**config.mk**
```make
export PLATFORM = sky130hd
export DESIGN_NAME = prc_queue
export DESIGN_NICKNAME = d
export VERILOG_FILES = /design/src/rtl/prc_pkg.sv /design/src/rtl/prc_queue.sv
export SDC_FILE = /design/constraint.sdc
export NUM_CORES = 1
export LEC_CHECK = 0
export ABC_AREA = 1
export BUFFER_PORTS_ARGS = -buffer_cell sky130_fd_sc_hd__buf_2
export CAP_MARGIN = 20
export CORE_MARGIN = 2
export CORE_UTILIZATION = 58
export DETAILED_ROUTE_END_ITERATION = 10
export GPL_ROUTABILITY_DRIVEN = 0
export PLACE_DENSITY = 0.78
export REMOVE_ABC_BUFFERS = 1
export SETUP_SLACK_MARGIN = 0.4
export SYNTH_ARGS = -nofsm -noshare
export SYNTH_HDL_FRONTEND = slang
export SYNTH_SLANG_ARGS = --single-unit
```
**constraint.sdc**
```tcl
create_clock -name clk_i -period 7.8 [get_ports clk_i]
set_input_delay 2.34 -clock clk_i [delete_from_list [all_inputs] [get_ports clk_i]]
set_output_delay 2.34 -clock clk_i [all_outputs]
set_load 0.05 [all_outputs]
```
**src/rtl/prc_pkg.sv**
```systemverilog
// Shared constants, types and the arctangent table of the polar/rectangular converter.
`timescale 1ns / 1ps
`default_nettype none

package prc_pkg;

  // Number of CORDIC micro-rotations (8..30)
  localparam int ITERATIONS = 16;
  // Datapath width: Q16.16 plus eight guard bits plus CORDIC growth and sign
  localparam int W  = 44;
  // Angle accumulator width, degrees in Q16.16
  localparam int ZW = 27;
  // Queue between front and back
  localparam int QDEPTH = 4;
  localparam int QAW    = $clog2(QDEPTH);

  // CORDIC gain limit in Q0.30
  localparam logic [29:0] GAIN = 30'd652032874;

  localparam logic signed [ZW-1:0] DEG90  = 27'sd5898240;
  localparam logic signed [ZW-1:0] DEG180 = 27'sd11796480;
  localparam logic signed [ZW-1:0] DEG360 = 27'sd23592960;

  // Command codes
  localparam logic CMD_P2R = 1'b0;
  localparam logic CMD_R2P = 1'b1;

  // Quadrant offset applied to the vectoring angle
  typedef enum logic [1:0] {
    BASE_NONE,
    BASE_POS,
    BASE_NEG
  } base_e;

  // One classified item on its way through the CORDIC back end
  typedef struct packed {
    logic                 mode;
    logic                 neg;
    logic                 zero;
    base_e                base;
    logic signed [W-1:0]  x;
    logic signed [W-1:0]  y;
    logic signed [ZW-1:0] z;
  } cordic_t;

  // round(atan(2^-i) in degrees * 2^16)
  function automatic logic [21:0] atan_tab(input int unsigned idx);
    logic [21:0] v;
    case (idx)
      0:  v = 22'd2949120;
      1:  v = 22'd1740967;
      2:  v = 22'd919879;
      3:  v = 22'd466945;
      4:  v = 22'd234379;
      5:  v = 22'd117304;
      6:  v = 22'd58666;
      7:  v = 22'd29335;
      8:  v = 22'd14668;
      9:  v = 22'd7334;
      10: v = 22'd3667;
      11: v = 22'd1833;
      12: v = 22'd917;
      13: v = 22'd458;
      14: v = 22'd229;
      15: v = 22'd115;
      16: v = 22'd57;
      17: v = 22'd29;
      18: v = 22'd14;
      19: v = 22'd7;
      20: v = 22'd4;
      21: v = 22'd2;
      22: v = 22'd1;
      default: v = 22'd0;
    endcase
    return v;
  endfunction

endpackage

`default_nettype wire

```
**src/rtl/prc_queue.sv**
```systemverilog
// Short queue decoupling the front end from the CORDIC back end.
`timescale 1ns / 1ps
`default_nettype none

module prc_queue import prc_pkg::*; (
  input  wire logic    clk_i,
  input  wire logic    rst_ni,
  input  wire logic    push_i,
  input  wire cordic_t data_i,
  output logic         full_o,
  input  wire logic    pop_i,
  output cordic_t      data_o,
  output logic         empty_o
);

  cordic_t          mem_q [QDEPTH];
  logic [QAW-1:0]   wr_ptr_q, rd_ptr_q;
  logic [QAW:0]     count_q;
  logic             do_push, do_pop;

  assign full_o  = (count_q == (QAW+1)'(QDEPTH));
  assign empty_o = (count_q == '0);
  assign do_push = push_i && !full_o;
  assign do_pop  = pop_i && !empty_o;
  assign data_o  = mem_q[rd_ptr_q];

  // Advance pointers and fill level
  always_ff @(posedge clk_i or negedge rst_ni) begin
    if (!rst_ni) begin
      wr_ptr_q <= '0;
      rd_ptr_q <= '0;
      count_q  <= '0;
    end else begin
      if (do_push) wr_ptr_q <= wr_ptr_q + 1'b1;
      if (do_pop)  rd_ptr_q <= rd_ptr_q + 1'b1;
      if (do_push && !do_pop) begin
        count_q <= count_q + 1'b1;
      end else if (do_pop && !do_push) begin
        count_q <= count_q - 1'b1;
      end
    end
  end

  // Store entries
  always_ff @(posedge clk_i) begin
    if (do_push) mem_q[wr_ptr_q] <= data_i;
  end

endmodule

`default_nettype wire

```
==> impl_metrics.env <==
export IMPL_grtUsageTotal=0.212
export IMPL_vdd_drop_max_mv=0.282
export IMPL_r2r_end="mem_q[0][113]"
export IMPL_crit_path_start_kind="flip-flop"
export IMPL_finalCriticalPeriod_ns=5.69
export IMPL_finalPower_mw=9.92
export IMPL_grt_max_degree=205
export IMPL_ant_nets=0
export IMPL_overflow=0
export IMPL_r2r_start="count_q[0]"
export IMPL_hold_start="count_q[2]"
export IMPL_whs_path_depth=2
export IMPL_reg2reg_slack_ns=4.90
export IMPL_worst_clock_skew_ns=0.0133
export IMPL_cts_sinks=487
export IMPL_end_kind="primary output"
export IMPL_ctsLongestPathBuffers=3
export IMPL_cts_resized=0
export IMPL_drive_gt1_frac=0.198
export IMPL_p_leak_nw=9.09
export IMPL_cts_root_buf="clkbuf_16"
export IMPL_critPathRequiredTime_ns=5.46
export IMPL_met3_usage=0.0473
export IMPL_setup_tns_ns=0
export IMPL_drv_cap=0
export IMPL_netlist_area_mm2=0.0197
export IMPL_insertion_delay_ns=0.55
export IMPL_grt_pass1_vias=11200
export IMPL_status="finished, final reports clean"
export IMPL_area_growth_pct=14.1
export IMPL_hpwl_um=22100
export IMPL_ctsHtreeMaxLevel=2
export IMPL_path_cells="inv_4 > buf_4 > o211ai_1 > nand2_1 > buf_2"
export IMPL_setup_viol=0
export IMPL_synth_mux_area_frac=0
export IMPL_final_cell_mix="edfxtp_1 (480), nand2_1 (378), inv_1 (255), buf_2 (245), o211ai_1 (231)"
export IMPL_die_height_um=188
export IMPL_hold_class="flip-flop to flip-flop"
export IMPL_grt_pass1_wl_um=58900
export IMPL_drv_slew=0
export IMPL_met1_usage=0.283
export IMPL_max_stage_delay_ns=0.91
export IMPL_via_count=11500
export IMPL_path_clk_slew_ns=0.06
export IMPL_min_to="count_q[2]"
export IMPL_post_route_period_util=0.729
export IMPL_critical_path_class="flip-flop to primary output"
export IMPL_worst_path_max_fanout=86
export IMPL_core_area_mm2=0.0335
export IMPL_power_density_mw_per_mm2=441
export IMPL_synth_seq_cells=487
export IMPL_fmax_ghz=0.176
export IMPL_routed_wl_um=37900
export IMPL_critPathSlowestCell="inv_4"
export IMPL_rsz0062_at_grt="no"
export IMPL_pin_count=246
export IMPL_yosysSeqAreaShare=0.740
export IMPL_cts_tree="yes"
export IMPL_grt_busiest_layer="met2"
export IMPL_fill_cells=2293
export IMPL_die_area_mm2=0.0355
export IMPL_drc=0
export IMPL_antenna_found_initial=10
export IMPL_cts_hold_buffers=0
export IMPL_cts_buffers=49
export IMPL_synth_simple_area_share=0.0748
export IMPL_cts_setup_buffers=0
export IMPL_synth_xor_area_frac=0.000444
export IMPL_synth_compound_area_frac=0.0940
export IMPL_drt_iter0_drc=772
export IMPL_relSlewSlack=0.290
export IMPL_worst_pin_slew_ns=1.07
export IMPL_use_met2=0.350
export IMPL_drt_pass1_iterations=5
export IMPL_ys_types=19
export IMPL_wl_per_cell_um=17.3
export IMPL_viasPerCell=5.25
export IMPL_synth_top_family_by_area="compound AO/OA/AOI/OAI gates"
export IMPL_cp_arrival_ns=3.35
export IMPL_final_common_cell="edfxtp_1"
export IMPL_initial_utilization=0.588
export IMPL_port_buffers=245
export IMPL_synth_warning_count=0
export IMPL_syn_inst=1462
export IMPL_hold_viol=0
export IMPL_ff2ff_path_depth=5
export IMPL_die_w_um=188
export IMPL_nets=1824
export IMPL_num_rows=67
export IMPL_synthAdderAreaFrac=0.00419
export IMPL_postSynthAreaPerCell_um2=13.5
logic make-up (layout without fill, tap and decap cells):
| family | count (synthesis) | after routing |
|---|---|---|
| AO/OA/AOI/OAI | 241 | 241 |
| XOR/XNOR | 1 | 1 |
| other | 0 | 8 |
| buffers and inverters | 337 | 606 |
| adder cells (fa/ha/maj) | 6 | 6 |
| AND/OR/NAND/NOR | 390 | 390 |
| flip-flops | 487 | 487 |
synthesized netlist by cell type, drive strengths merged:
cell type | instances | area, µm²
xnor2 | 1 | 8.76
nor2 | 4 | 15.0
nand2 | 378 | 1420
fa | 1 | 20.0
ha | 5 | 62.6
buf | 70 | 641
nand3 | 7 | 35.0
o211ai | 240 | 1850
dfrtp | 7 | 175
o21ai | 1 | 5.00
clkbuf | 10 | 97.6
inv | 257 | 965
nand4 | 1 | 6.26
edfxtp | 480 | 14400
registers in the layout (all words and copies together), names as in the netlist:
signal    cells
rd_ptr_q      2
count_q       3
wr_ptr_q      2
mem_q       480
worst max-delay path by stage:
stage / slack (ns) / startpoint / to
2_1_floorplan: -0.27 / push_i / mem_q[0][0]
3_3_place_gp: 2.69 / rd_ptr_q[1] / data_o[63]
3_5_place_dp: 2.67 / rd_ptr_q[1] / data_o[63]
4_1_cts: 2.07 / rd_ptr_q[1] / data_o[70]
5_1_grt: 1.92 / rd_ptr_q[1] / data_o[79]
6_report: 2.11 / rd_ptr_q[1] / data_o[70]
cell type report:
cell class | count | area (µm²) | share of cell area
repair buffers | 261 | 1420 | 0.0633
clock buffers | 63 | 1320 | 0.0587
flip-flops and latches | 487 | 14600 | 0.649
well taps | 448 | 561 | 0.0249
inverters | 257 | 975 | 0.0433
clock inverters | 25 | 151 | 0.00673
diodes | 8 | 20.0 | 0.000890
multi-input cells | 638 | 3450 | 0.153
where the power goes:
part	internal [mW]	switching, mW
registers	3.44	0.167
clock network	1.23	0.916
logic	0.891	3.28
total	5.56	4.36
stage by stage:
stage / hold slack (ns) / worst slack (ns) / cell area (µm²) / util / std cells
finish: 0.520 / 2.11 / 22500 / 0.671 / 2187
floorplan: 0.463 / -0.273 / 19000 / - / 1382
global route: 0.547 / 1.92 / 22500 / 0.670 / 2183
global placement: 0.476 / 2.69 / 20900 / 0.624 / 2088
CTS: 0.517 / 2.07 / 22400 / 0.669 / 2177
detailed placement: 0.502 / 2.67 / 20900 / 0.625 / 2089
metal layers:
layer,vias to the layer above,share of wire
li1,5587,-
met1,5387,0.41
met2,412,0.47
met3,81,0.083
met4,8,0.030
met5,-,0.0013
critical path, delay by kind of cell, from the launching register on:
| family | cells | cell delay, ns |
|---|---|---|
| flip-flops | 1 | 0.73 |
| buffers and inverters | 3 | 1.70 |
| AND/OR/NAND/NOR | 1 | 0.10 |
| AO/OA/AOI/OAI | 1 | 0.19 |
No activity file was read; power rests on OpenSTA's default activity.
