File: src/rtl/prc_pkg.sv
// Shared constants, types and the arctangent table of the polar/rectangular converter.
`timescale 1ns / 1ps
`default_nettype none

package prc_pkg;

  // Number of CORDIC micro-rotations (8..30)
  localparam int ITERATIONS = 16;
  // Datapath width: Q16.16 plus eight guard bits plus CORDIC growth and sign
  localparam int W  = 44;
  // Angle accumulator width, degrees in Q16.16
  localparam int ZW = 27;
  // Queue between front and back
  localparam int QDEPTH = 4;
  localparam int QAW    = $clog2(QDEPTH);

  // CORDIC gain limit in Q0.30
  localparam logic [29:0] GAIN = 30'd652032874;

  localparam logic signed [ZW-1:0] DEG90  = 27'sd5898240;
  localparam logic signed [ZW-1:0] DEG180 = 27'sd11796480;
  localparam logic signed [ZW-1:0] DEG360 = 27'sd23592960;

  // Command codes
  localparam logic CMD_P2R = 1'b0;
  localparam logic CMD_R2P = 1'b1;

  // Quadrant offset applied to the vectoring angle
  typedef enum logic [1:0] {
    BASE_NONE,
    BASE_POS,
    BASE_NEG
  } base_e;

  // One classified item on its way through the CORDIC back end
  typedef struct packed {
    logic                 mode;
    logic                 neg;
    logic                 zero;
    base_e                base;
    logic signed [W-1:0]  x;
    logic signed [W-1:0]  y;
    logic signed [ZW-1:0] z;
  } cordic_t;

  // round(atan(2^-i) in degrees * 2^16)
  function automatic logic [21:0] atan_tab(input int unsigned idx);
    logic [21:0] v;
    case (idx)
      0:  v = 22'd2949120;
      1:  v = 22'd1740967;
      2:  v = 22'd919879;
      3:  v = 22'd466945;
      4:  v = 22'd234379;
      5:  v = 22'd117304;
      6:  v = 22'd58666;
      7:  v = 22'd29335;
      8:  v = 22'd14668;
      9:  v = 22'd7334;
      10: v = 22'd3667;
      11: v = 22'd1833;
      12: v = 22'd917;
      13: v = 22'd458;
      14: v = 22'd229;
      15: v = 22'd115;
      16: v = 22'd57;
      17: v = 22'd29;
      18: v = 22'd14;
      19: v = 22'd7;
      20: v = 22'd4;
      21: v = 22'd2;
      22: v = 22'd1;
      default: v = 22'd0;
    endcase
    return v;
  endfunction

endpackage

`default_nettype wire

File: src/rtl/prc_if.sv
// Handshake interfaces for the coordinate input and result channels.
`timescale 1ns / 1ps
`default_nettype none

interface prc_in_if;
  logic               valid;
  logic               ready;
  logic               command;
  logic        [30:0] radius;
  logic signed [25:0] angle_deg;
  logic signed [31:0] x_coord;
  logic signed [31:0] y_coord;

  modport source (output valid, command, radius, angle_deg, x_coord, y_coord,
                  input ready);
  modport sink   (input valid, command, radius, angle_deg, x_coord, y_coord,
                  output ready);
endinterface


`default_nettype wire

File: src/rtl/prc_front.sv
// Front end: accepts coordinate pairs, reduces and folds angles, prescales the radius.
`timescale 1ns / 1ps
`default_nettype none

module prc_front import prc_pkg::*; (
  input  wire logic clk_i,
  input  wire logic rst_ni,
  prc_in_if.sink    in_i,
  output cordic_t   item_o,
  output logic      item_valid_o,
  input  wire logic full_i
);

  logic front_en;

  // Stage one registers
  logic                 f1_valid_q;
  logic                 f1_mode_q;
  logic signed [ZW-1:0] f1_ang_q, f1_ang_d;
  logic        [44:0]   f1_ph_q, f1_ph_d;
  logic        [45:0]   f1_pl_q, f1_pl_d;
  logic signed [32:0]   f1_xs_q, f1_xs_d;
  logic signed [32:0]   f1_ys_q, f1_ys_d;
  logic                 f1_zero_q, f1_zero_d;
  base_e                f1_base_q, f1_base_d;

  // Stage two registers
  logic    f2_valid_q;
  cordic_t f2_item_q, f2_item_d;

  // Advance while the last stage is empty or can be pushed
  assign front_en    = !f2_valid_q || !full_i;
  assign in_i.ready  = front_en;

  // Reduce the angle into -180..180 and split the gain product
  always_comb begin
    logic signed [ZW-1:0] a0, a1, a2;
    logic signed [32:0]   xe, ye;
    a0 = ZW'(in_i.angle_deg);
    if (a0 >= DEG360) begin
      a1 = a0 - DEG360;
    end else if (a0 <= -DEG360) begin
      a1 = a0 + DEG360;
    end else begin
      a1 = a0;
    end
    a2 = (a1 < 0) ? a1 + DEG360 : a1;
    f1_ang_d = (a2 >= DEG180) ? a2 - DEG360 : a2;

    f1_ph_d = 45'(in_i.radius[30:16]) * 45'(GAIN);
    f1_pl_d = 46'(in_i.radius[15:0]) * 46'(GAIN);

    xe = 33'(in_i.x_coord);
    ye = 33'(in_i.y_coord);
    f1_zero_d = (in_i.x_coord == 32'sd0) && (in_i.y_coord == 32'sd0);
    if (in_i.x_coord < 0) begin
      f1_xs_d   = -xe;
      f1_ys_d   = -ye;
      f1_base_d = (in_i.y_coord >= 0) ? BASE_POS : BASE_NEG;
    end else begin
      f1_xs_d   = xe;
      f1_ys_d   = ye;
      f1_base_d = BASE_NONE;
    end
  end

  // Fold the angle into -90..90 and build the initial CORDIC vector
  always_comb begin
    logic [46:0]          p;
    logic signed [ZW-1:0] a;
    f2_item_d      = '0;
    f2_item_d.mode = f1_mode_q;
    f2_item_d.zero = f1_zero_q;
    f2_item_d.base = f1_base_q;
    if (f1_mode_q == CMD_P2R) begin
      p = {2'b00, f1_ph_q} + {17'd0, f1_pl_q[45:16]} + 47'd32;
      a = f1_ang_q;
      f2_item_d.neg = 1'b0;
      if (a > DEG90) begin
        a             = a - DEG180;
        f2_item_d.neg = 1'b1;
      end else if (a < -DEG90) begin
        a             = a + DEG180;
        f2_item_d.neg = 1'b1;
      end
      f2_item_d.x = W'(p[46:6]);
      f2_item_d.y = '0;
      f2_item_d.z = a;
    end else begin
      p             = '0;
      a             = '0;
      f2_item_d.neg = 1'b0;
      f2_item_d.x   = W'(f1_xs_q) <<< 8;
      f2_item_d.y   = W'(f1_ys_q) <<< 8;
      f2_item_d.z   = a;
    end
  end

  // Hold valid flags
  always_ff @(posedge clk_i or negedge rst_ni) begin
    if (!rst_ni) begin
      f1_valid_q <= 1'b0;
      f2_valid_q <= 1'b0;
    end else if (front_en) begin
      f1_valid_q <= in_i.valid;
      f2_valid_q <= f1_valid_q;
    end
  end

  // Advance payload
  always_ff @(posedge clk_i) begin
    if (front_en) begin
      f1_mode_q <= in_i.command;
      f1_ang_q  <= f1_ang_d;
      f1_ph_q   <= f1_ph_d;
      f1_pl_q   <= f1_pl_d;
      f1_xs_q   <= f1_xs_d;
      f1_ys_q   <= f1_ys_d;
      f1_zero_q <= f1_zero_d;
      f1_base_q <= f1_base_d;
      f2_item_q <= f2_item_d;
    end
  end

  assign item_o       = f2_item_q;
  assign item_valid_o = f2_valid_q;

endmodule

`default_nettype wire

File: src/flat_wrapper.sv
// flat-port wrapper written by rule: the top's interface ports become plain ports
module prc_front_flat import prc_pkg::*;
  (clk_i, rst_ni, item_o, item_valid_o, full_i, in_i_valid, in_i_command, in_i_radius, in_i_angle_deg, in_i_x_coord, in_i_y_coord, in_i_ready);
  prc_in_if in_i_i ();
  input  wire logic clk_i;
  input  wire logic rst_ni;
  output cordic_t item_o;
  output logic item_valid_o;
  input  wire logic full_i;
  input wire logic [$bits(in_i_i.valid)-1:0] in_i_valid;
  input wire logic [$bits(in_i_i.command)-1:0] in_i_command;
  input wire logic [$bits(in_i_i.radius)-1:0] in_i_radius;
  input wire logic [$bits(in_i_i.angle_deg)-1:0] in_i_angle_deg;
  input wire logic [$bits(in_i_i.x_coord)-1:0] in_i_x_coord;
  input wire logic [$bits(in_i_i.y_coord)-1:0] in_i_y_coord;
  output wire logic [$bits(in_i_i.ready)-1:0] in_i_ready;
  assign in_i_i.valid = in_i_valid;
  assign in_i_i.command = in_i_command;
  assign in_i_i.radius = in_i_radius;
  assign in_i_i.angle_deg = in_i_angle_deg;
  assign in_i_i.x_coord = in_i_x_coord;
  assign in_i_i.y_coord = in_i_y_coord;
  assign in_i_ready = in_i_i.ready;
  prc_front u_core (.clk_i(clk_i), .rst_ni(rst_ni), .in_i(in_i_i), .item_o(item_o), .item_valid_o(item_valid_o), .full_i(full_i));
endmodule
File: config.mk
export PLATFORM = sky130hd
export DESIGN_NAME = prc_front_flat
export DESIGN_NICKNAME = d
export VERILOG_FILES = /design/src/rtl/prc_pkg.sv /design/src/rtl/prc_if.sv /design/src/rtl/prc_front.sv /design/src/flat_wrapper.sv
export SDC_FILE = /design/constraint.sdc
export NUM_CORES = 1
export LEC_CHECK = 0
export BUFFER_PORTS_ARGS = -buffer_cell sky130_fd_sc_hd__buf_4
export CORE_ASPECT_RATIO = 0.6
export CORE_MARGIN = 5
export CORE_UTILIZATION = 45
export DETAILED_ROUTE_END_ITERATION = 16
export SYNTH_ARGS = -nofsm -noshare
export SYNTH_HDL_FRONTEND = slang
export SYNTH_SLANG_ARGS = --single-unit
File: constraint.sdc
create_clock -name clk_i -period 13.7 [get_ports clk_i]
set_clock_uncertainty 0.15 [all_clocks]
set_input_delay 2.74 -clock clk_i [delete_from_list [all_inputs] [get_ports clk_i]]
set_output_delay 2.74 -clock clk_i [all_outputs]
set_load 0.02 [all_outputs]
==> flow_metrics.env, run 1 <==
export IMPL_outcome="finished clean"
export IMPL_setup_viol=0
export IMPL_drc=0
export IMPL_synth_top_area_cell="edfxtp_1"
export IMPL_async_flop_share=0.007168
export IMPL_viasPerCell=5.464
export IMPL_placed_cell_area_um2=32880
export IMPL_routed_wl_um=84340
export IMPL_rr_startpoint="u_core.f1_ph_q[3]"
export IMPL_syn_area_um2=30190
export IMPL_max_freq_ghz=0.1102
export IMPL_fin_crit_ns=9.071
export IMPL_hold_violations=0
export IMPL_place_gp_congestion=1.003
export IMPL_die_w_um=344.4
export IMPL_required_ns=13.88
export IMPL_postLayoutCellArea_um2=33830
export IMPL_r2r_slack_ns=8.69
export IMPL_grt_pass1_wl_um=131100
export IMPL_startpoint_type="input port"
export IMPL_worstSetupEndpointType="register"
export IMPL_cp_slowest_cell="fa_1"
export IMPL_cp_cell_sequence="buf_4, ha_1, inv_1, fa_1, fa_1, inv_1, fa_1, fa_1, inv_1, fa_1, inv_1, ha_1, nand4_1, a211oi_1, a21oi_1, o2bb2ai_1, o2111a_1, o21ai_0, a31o_2, a211oi_1, nor3_1, nand3b_1"
export IMPL_critPathKind="in -> reg"
export IMPL_cts_buffers=31
export IMPL_cts_root_buf="clkbuf_16"
export IMPL_ys_seq_area_frac=0.2772
export IMPL_rows=73
export IMPL_drive_gt1_frac=0.1118
export IMPL_rsz0062_at_grt="false"
export IMPL_synth_top_cells_by_area="edfxtp_1 (28%), fa_1 (21%), ha_1 (15%)"
export IMPL_arrival_ns=9.26
export IMPL_grt_max_degree=77
export IMPL_grt_pass1_vias=22170
export IMPL_synth_avg_cell_area_um2=10.46
export IMPL_fin_tns_setup_ns=0
export IMPL_min_path_type="reg -> reg"
export IMPL_layout_worst_path_cycle_share=0.6621
export IMPL_htree_levels=1
export IMPL_postCtsHoldBufs=0
export IMPL_ys_flop_type="edfxtp_1"
export IMPL_synth_top_area_frac=0.2755
export IMPL_synth_warnings=0
export IMPL_via_count=22030
export IMPL_grtUsageTotal=0.2310
export IMPL_numPortBuffers=239
export IMPL_syn_inst=2886
export IMPL_tritoncts="built"
export IMPL_clk_latency_ns=0.61
export IMPL_dr_pass1_iters=6
export IMPL_die_h_um=210.6
export IMPL_core_um2=66310
export IMPL_clock_sinks=279
export IMPL_cpPeakStageDelay_ns=0.65
export IMPL_initial_core_util=0.4553
export IMPL_worst_pin_slew_ns=0.9645
export IMPL_hpwl_um=71160
export IMPL_clk_path_buf_depth=3
export IMPL_final_max_slew_viol_count=0
export IMPL_drv_cap=0
export IMPL_die_area_um2=72540
export IMPL_drt_initial_drc_count=1723
export IMPL_startpoint="in_i_radius[12]"
export IMPL_antenna_found_initial=2
export IMPL_wl_per_cell_um=20.92
export IMPL_cp_common_cell="fa_1"
export IMPL_r2r_end="u_core.item_o[98]"
export IMPL_ff2ff_path_depth=13
export IMPL_postCtsSetupBuffers=0
export IMPL_clkSlewWorstSetupHoldPaths_ns=0.07
export IMPL_yosys_register_bits=279
export IMPL_grt_overflow_total=0
export IMPL_relSlewSlack=0.3570
export IMPL_critPathMaxFanout=7
export IMPL_io_pins=248
export IMPL_post_cts_resized=0
export IMPL_synth_edf_count=277
export IMPL_endpoint="u_core.f1_pl_q[45]"
export IMPL_synth_most_common_cell="inv_1"
export IMPL_syn_to_final_growth_pct=12.06
export IMPL_synth_cell_types=100
export IMPL_ant_nets=0
export IMPL_fin_nets=3912
export IMPL_synth_common_cells="inv_1 (530), ha_1 (359), fa_1 (320), edfxtp_1 (277), nand2_1 (136)"
[placed cells by master, fill, tap and decap left out, types with 31 or more instances in the layout]
master / synthesis / final
xnor2_1: 133 / 133
a21o_1: 58 / 58
ha_1: 359 / 359
xor2_1: 57 / 57
nand3_1: 46 / 46
o21ai_0: 97 / 97
nor3_1: 37 / 37
inv_1: 530 / 530
nand2_1: 136 / 135
buf_4: 14 / 244
a21oi_1: 94 / 94
nor2b_1: 40 / 40
clkbuf_16: 0 / 31
fa_1: 320 / 320
nor2_1: 117 / 117
edfxtp_1: 277 / 277
and2_1: 52 / 52
[worst min-delay path by stage]
stage                          to  slack, ns                start  depth (start not counted)
3_3_place_gp   u_core.item_o[117]       0.26     u_core.f1_zero_q                          0
3_5_place_dp   u_core.item_o[116]       0.25  u_core.f1_base_q[1]                          0
2_1_floorplan  u_core.item_o[115]       0.25  u_core.f1_base_q[0]                          0
6_report       u_core.item_o[116]       0.27  u_core.f1_base_q[1]                          0
5_1_grt        u_core.item_o[116]       0.27  u_core.f1_base_q[1]                          0
4_1_cts        u_core.item_o[117]       0.27     u_core.f1_zero_q                          0
[layer usage]
layer  global-route usage  wire (um)
met4              0.02662        964
met2               0.3284      33900
met3              0.04531       6903
met1               0.3735      42560
met5                    0         13
[critical path: cells and delay by family]
kind	cells	cell delay, ns
fa+ha+maj	7	3.51
compound gates	7	2.10
buf+inv	5	0.47
simple gates	3	0.42
[cell families (layout without fill, tap and decap cells)]
family | after synthesis | after routing | synth area share
multiplexers | 8 | 8 | 0.002777
XOR/XNOR | 190 | 190 | 0.05512
buffers and inverters | 596 | 833 | 0.07618
other | 1 | 10 | 0.0001242
adder cells (fa/ha/maj) | 682 | 682 | 0.3620
AO/OA/AOI/OAI | 491 | 491 | 0.1119
AND/OR/NAND/NOR | 639 | 639 | 0.1146
flip-flops | 279 | 279 | 0.2772
[registers in the layout (all words and copies together), names as in the netlist]
signal / flops
u_core.item_o: 107
u_core.f1_ph_q: 44
u_core.f1_xs_q: 33
u_core.f1_ys_q: 33
u_core.f1_pl_q: 29
u_core.f1_ang_q: 27
u_core.f1_base_q: 2
u_core.f1_mode_q: 1
u_core.f1_valid_q: 1
u_core.f1_zero_q: 1
u_core.item_valid_o: 1
[metrics by stage]
step | hold WS [ns] | std cells | utilization | worst slack (ns)
2_1_floorplan | 0.2503 | 2894 | - | 2.091
3_3_place_gp | 0.2598 | 3974 | 0.4959 | 4.299
3_5_place_dp | 0.2545 | 3974 | 0.4959 | 4.088
4_1_cts | 0.2697 | 4031 | 0.5101 | 4.705
5_1_grt | 0.2744 | 4032 | 0.5102 | 4.276
6_report | 0.2696 | 4032 | 0.5102 | 4.629
[layout make-up]
type | instances | area [um2]
diodes | 1 | 2.502
clock inverters | 20 | 147.6
repair buffers | 244 | 1832
fillers | 6074 | 32480
inverters | 532 | 1997
well taps | 900 | 1126
flip-flops and latches | 279 | 8368
clock buffers | 37 | 798.3
multi-input cells | 2019 | 19560
Power of run 1 is not shown: default switching activity piles up to over one toggle a cycle in this logic, so the estimate is an artifact.
==> run 2: changes to the inputs <==
==> constraint.sdc (replaced) <==
create_clock -name clk_i -period 9.06 [get_ports clk_i]
set_clock_uncertainty 0.15 [all_clocks]
set_input_delay 1.812 -clock clk_i [delete_from_list [all_inputs] [get_ports clk_i]]
set_output_delay 1.812 -clock clk_i [all_outputs]
set_load 0.02 [all_outputs]
==> run 2 against run 1 <==
Via count fell by 1.2%. Wire length rose by 0.57%. Global-route usage rose by 0.21 points. Worst setup slack got worse by 3.7 ns. Hold slack improved by 0.0046 ns. Final cell count barely moved. Critical path type unchanged. Register-to-register slack got worse by 4.6 ns. Critical path depth did not move. Sequential share of layout area fell by 0.063 points.
==> flow_metrics.env, run 2 (synthesized netlist as in run 1, its figures left out) <==
export IMPL_relSlewSlack=0.3263
export IMPL_postCtsSetupBuffers=0
export IMPL_rows=73
export IMPL_finalCoreUtilization=0.5115
export IMPL_critPathKind="in -> reg"
export IMPL_grt_overflow_total=0
export IMPL_cp_cell_sequence="buf_4, ha_1, inv_1, fa_1, fa_1, inv_1, fa_1, fa_1, inv_1, fa_1, inv_1, ha_1, nand4_1, a211oi_1, a21oi_1, o2bb2ai_1, o2111a_1, o21ai_0, a31o_2, a211oi_1, nor3_1, nand3b_1"
export IMPL_r2r_end="u_core.item_o[98]"
export IMPL_crit_buf_inv=5
export IMPL_wl_per_cell_um=21.03
export IMPL_critPathMaxFanout=6
export IMPL_drive_gt1_frac=0.1143
export IMPL_worst_pin_slew_ns=1.011
export IMPL_syn_to_final_growth_pct=12.35
export IMPL_hpwl_um=71820
export IMPL_outcome="finished clean"
export IMPL_endpoint="u_core.f1_pl_q[45]"
export IMPL_numPortBuffers=239
export IMPL_highest_layer="met4"
export IMPL_core_um2=66310
export IMPL_rsz0062_at_grt="false"
export IMPL_clock_sinks=279
export IMPL_io_pins=248
export IMPL_startpoint_type="input port"
export IMPL_viasPerCell=5.398
export IMPL_max_freq_ghz=0.1233
export IMPL_largest_register_ffs=107
export IMPL_fill_cells=6148
export IMPL_fin_crit_ns=8.108
export IMPL_drv_cap=0
export IMPL_min_path_type="reg -> reg"
export IMPL_setup_viol=0
export IMPL_cts_root_buf="clkbuf_16"
export IMPL_drc=0
export IMPL_hold_depth=0
export IMPL_tritoncts="built"
export IMPL_place_gp_congestion=0.9855
export IMPL_layout_worst_path_cycle_share=0.8949
export IMPL_r2r_slack_ns=4.09
export IMPL_wl_met2_um=33910
export IMPL_worstSetupEndpointType="register"
export IMPL_die_h_um=210.6
export IMPL_met3_length_um=7093
export IMPL_cp_depth=22
export IMPL_clkSlewWorstSetupHoldPaths_ns=0.06
export IMPL_routed_wl_um=84820
export IMPL_ff2ff_path_depth=13
export IMPL_arrival_ns=8.28
export IMPL_postLayoutCellArea_um2=33920
export IMPL_initial_core_util=0.4553
export IMPL_fin_nets=3912
export IMPL_clk_latency_ns=0.59
export IMPL_hold_violations=0
export IMPL_fin_tns_setup_ns=0
export IMPL_cp_common_cell="fa_1"
export IMPL_placed_cell_area_um2=32890
export IMPL_final_common_cell="inv_1"
export IMPL_via_count=21780
export IMPL_postCtsHoldBufs=0
export IMPL_post_cts_resized=0
export IMPL_clk_path_buf_depth=3
export IMPL_cp_slowest_cell="fa_1"
export IMPL_cts_buffers=31
export IMPL_hold_start="u_core.f1_base_q[1]"
export IMPL_die_w_um=344.4
export IMPL_dr_pass1_iters=5
export IMPL_grt_max_degree=83
export IMPL_grtUsageTotal=0.2331
export IMPL_required_ns=9.24
export IMPL_final_max_slew_viol_count=0
export IMPL_grt_pass1_wl_um=131000
export IMPL_grt_pass1_vias=22190
export IMPL_ant_nets=0
export IMPL_layout_common_cells="inv_1 (530), ha_1 (359), fa_1 (320), edfxtp_1 (277), buf_4 (244)"
export IMPL_cpPeakStageDelay_ns=0.64
export IMPL_die_area_um2=72540
export IMPL_rr_startpoint="u_core.f1_ph_q[3]"
export IMPL_antenna_found_initial=3
export IMPL_drt_met1_wl_um=42910
export IMPL_drt_initial_drc_count=1817
export IMPL_htree_levels=1
export IMPL_startpoint="in_i_radius[10]"
export IMPL_cp_top_family="adder cells"
## run 2: cell count changes in the layout (fill, tap and decap cells not counted), sizes merged
cell	previous run	this run
inv	534	537
clkinvlp	3	0
bufinv	1	3
clkbuf	37	35
clkinv	14	15
diode	1	2
## run 2: final cells by class
| cell class | instances | area (um2) | area share |
|---|---|---|---|
| Antenna cell | 2 | 5.005 | 0.0001476 |
| Clock buffer | 35 | 790.8 | 0.02331 |
| Sequential cell | 279 | 8368 | 0.2467 |
| Multi-Input combinational cell | 2019 | 19570 | 0.5769 |
| Tap cell | 900 | 1126 | 0.03320 |
| Inverter | 532 | 1997 | 0.05888 |
| Timing Repair Buffer | 244 | 1832 | 0.05401 |
| Clock inverter | 23 | 230.2 | 0.006788 |
## run 2: stage by stage
stage               hold slack [ns]  instances  setup WS, ns
floorplan                    0.2503       2894         1.561
detailed placement           0.2563       3974        0.4537
global placement             0.2561       3974        0.5114
global route                 0.2854       4034        0.6228
finish                       0.2742       4034        0.9521
CTS                          0.2731       4032         1.018
## run 2: worst min-delay path by stage
| stage | end | slack [ns] |
|---|---|---|
| detailed placement | u_core.item_o[116] | 0.26 |
| global route | u_core.item_o[117] | 0.29 |
| floorplan | u_core.item_o[115] | 0.25 |
| finish | u_core.item_o[116] | 0.27 |
| global placement | u_core.item_o[116] | 0.26 |
| CTS | u_core.item_o[116] | 0.27 |
## run 2: routing by layer
layer / track usage / vias up
met2: 0.3319 / 677
met4: 0.02435 / 0
li1: - / 10300
met3: 0.05565 / 66
met1: 0.3712 / 10730
met5: 0 / -
Power of run 2 is left out for the same reason.
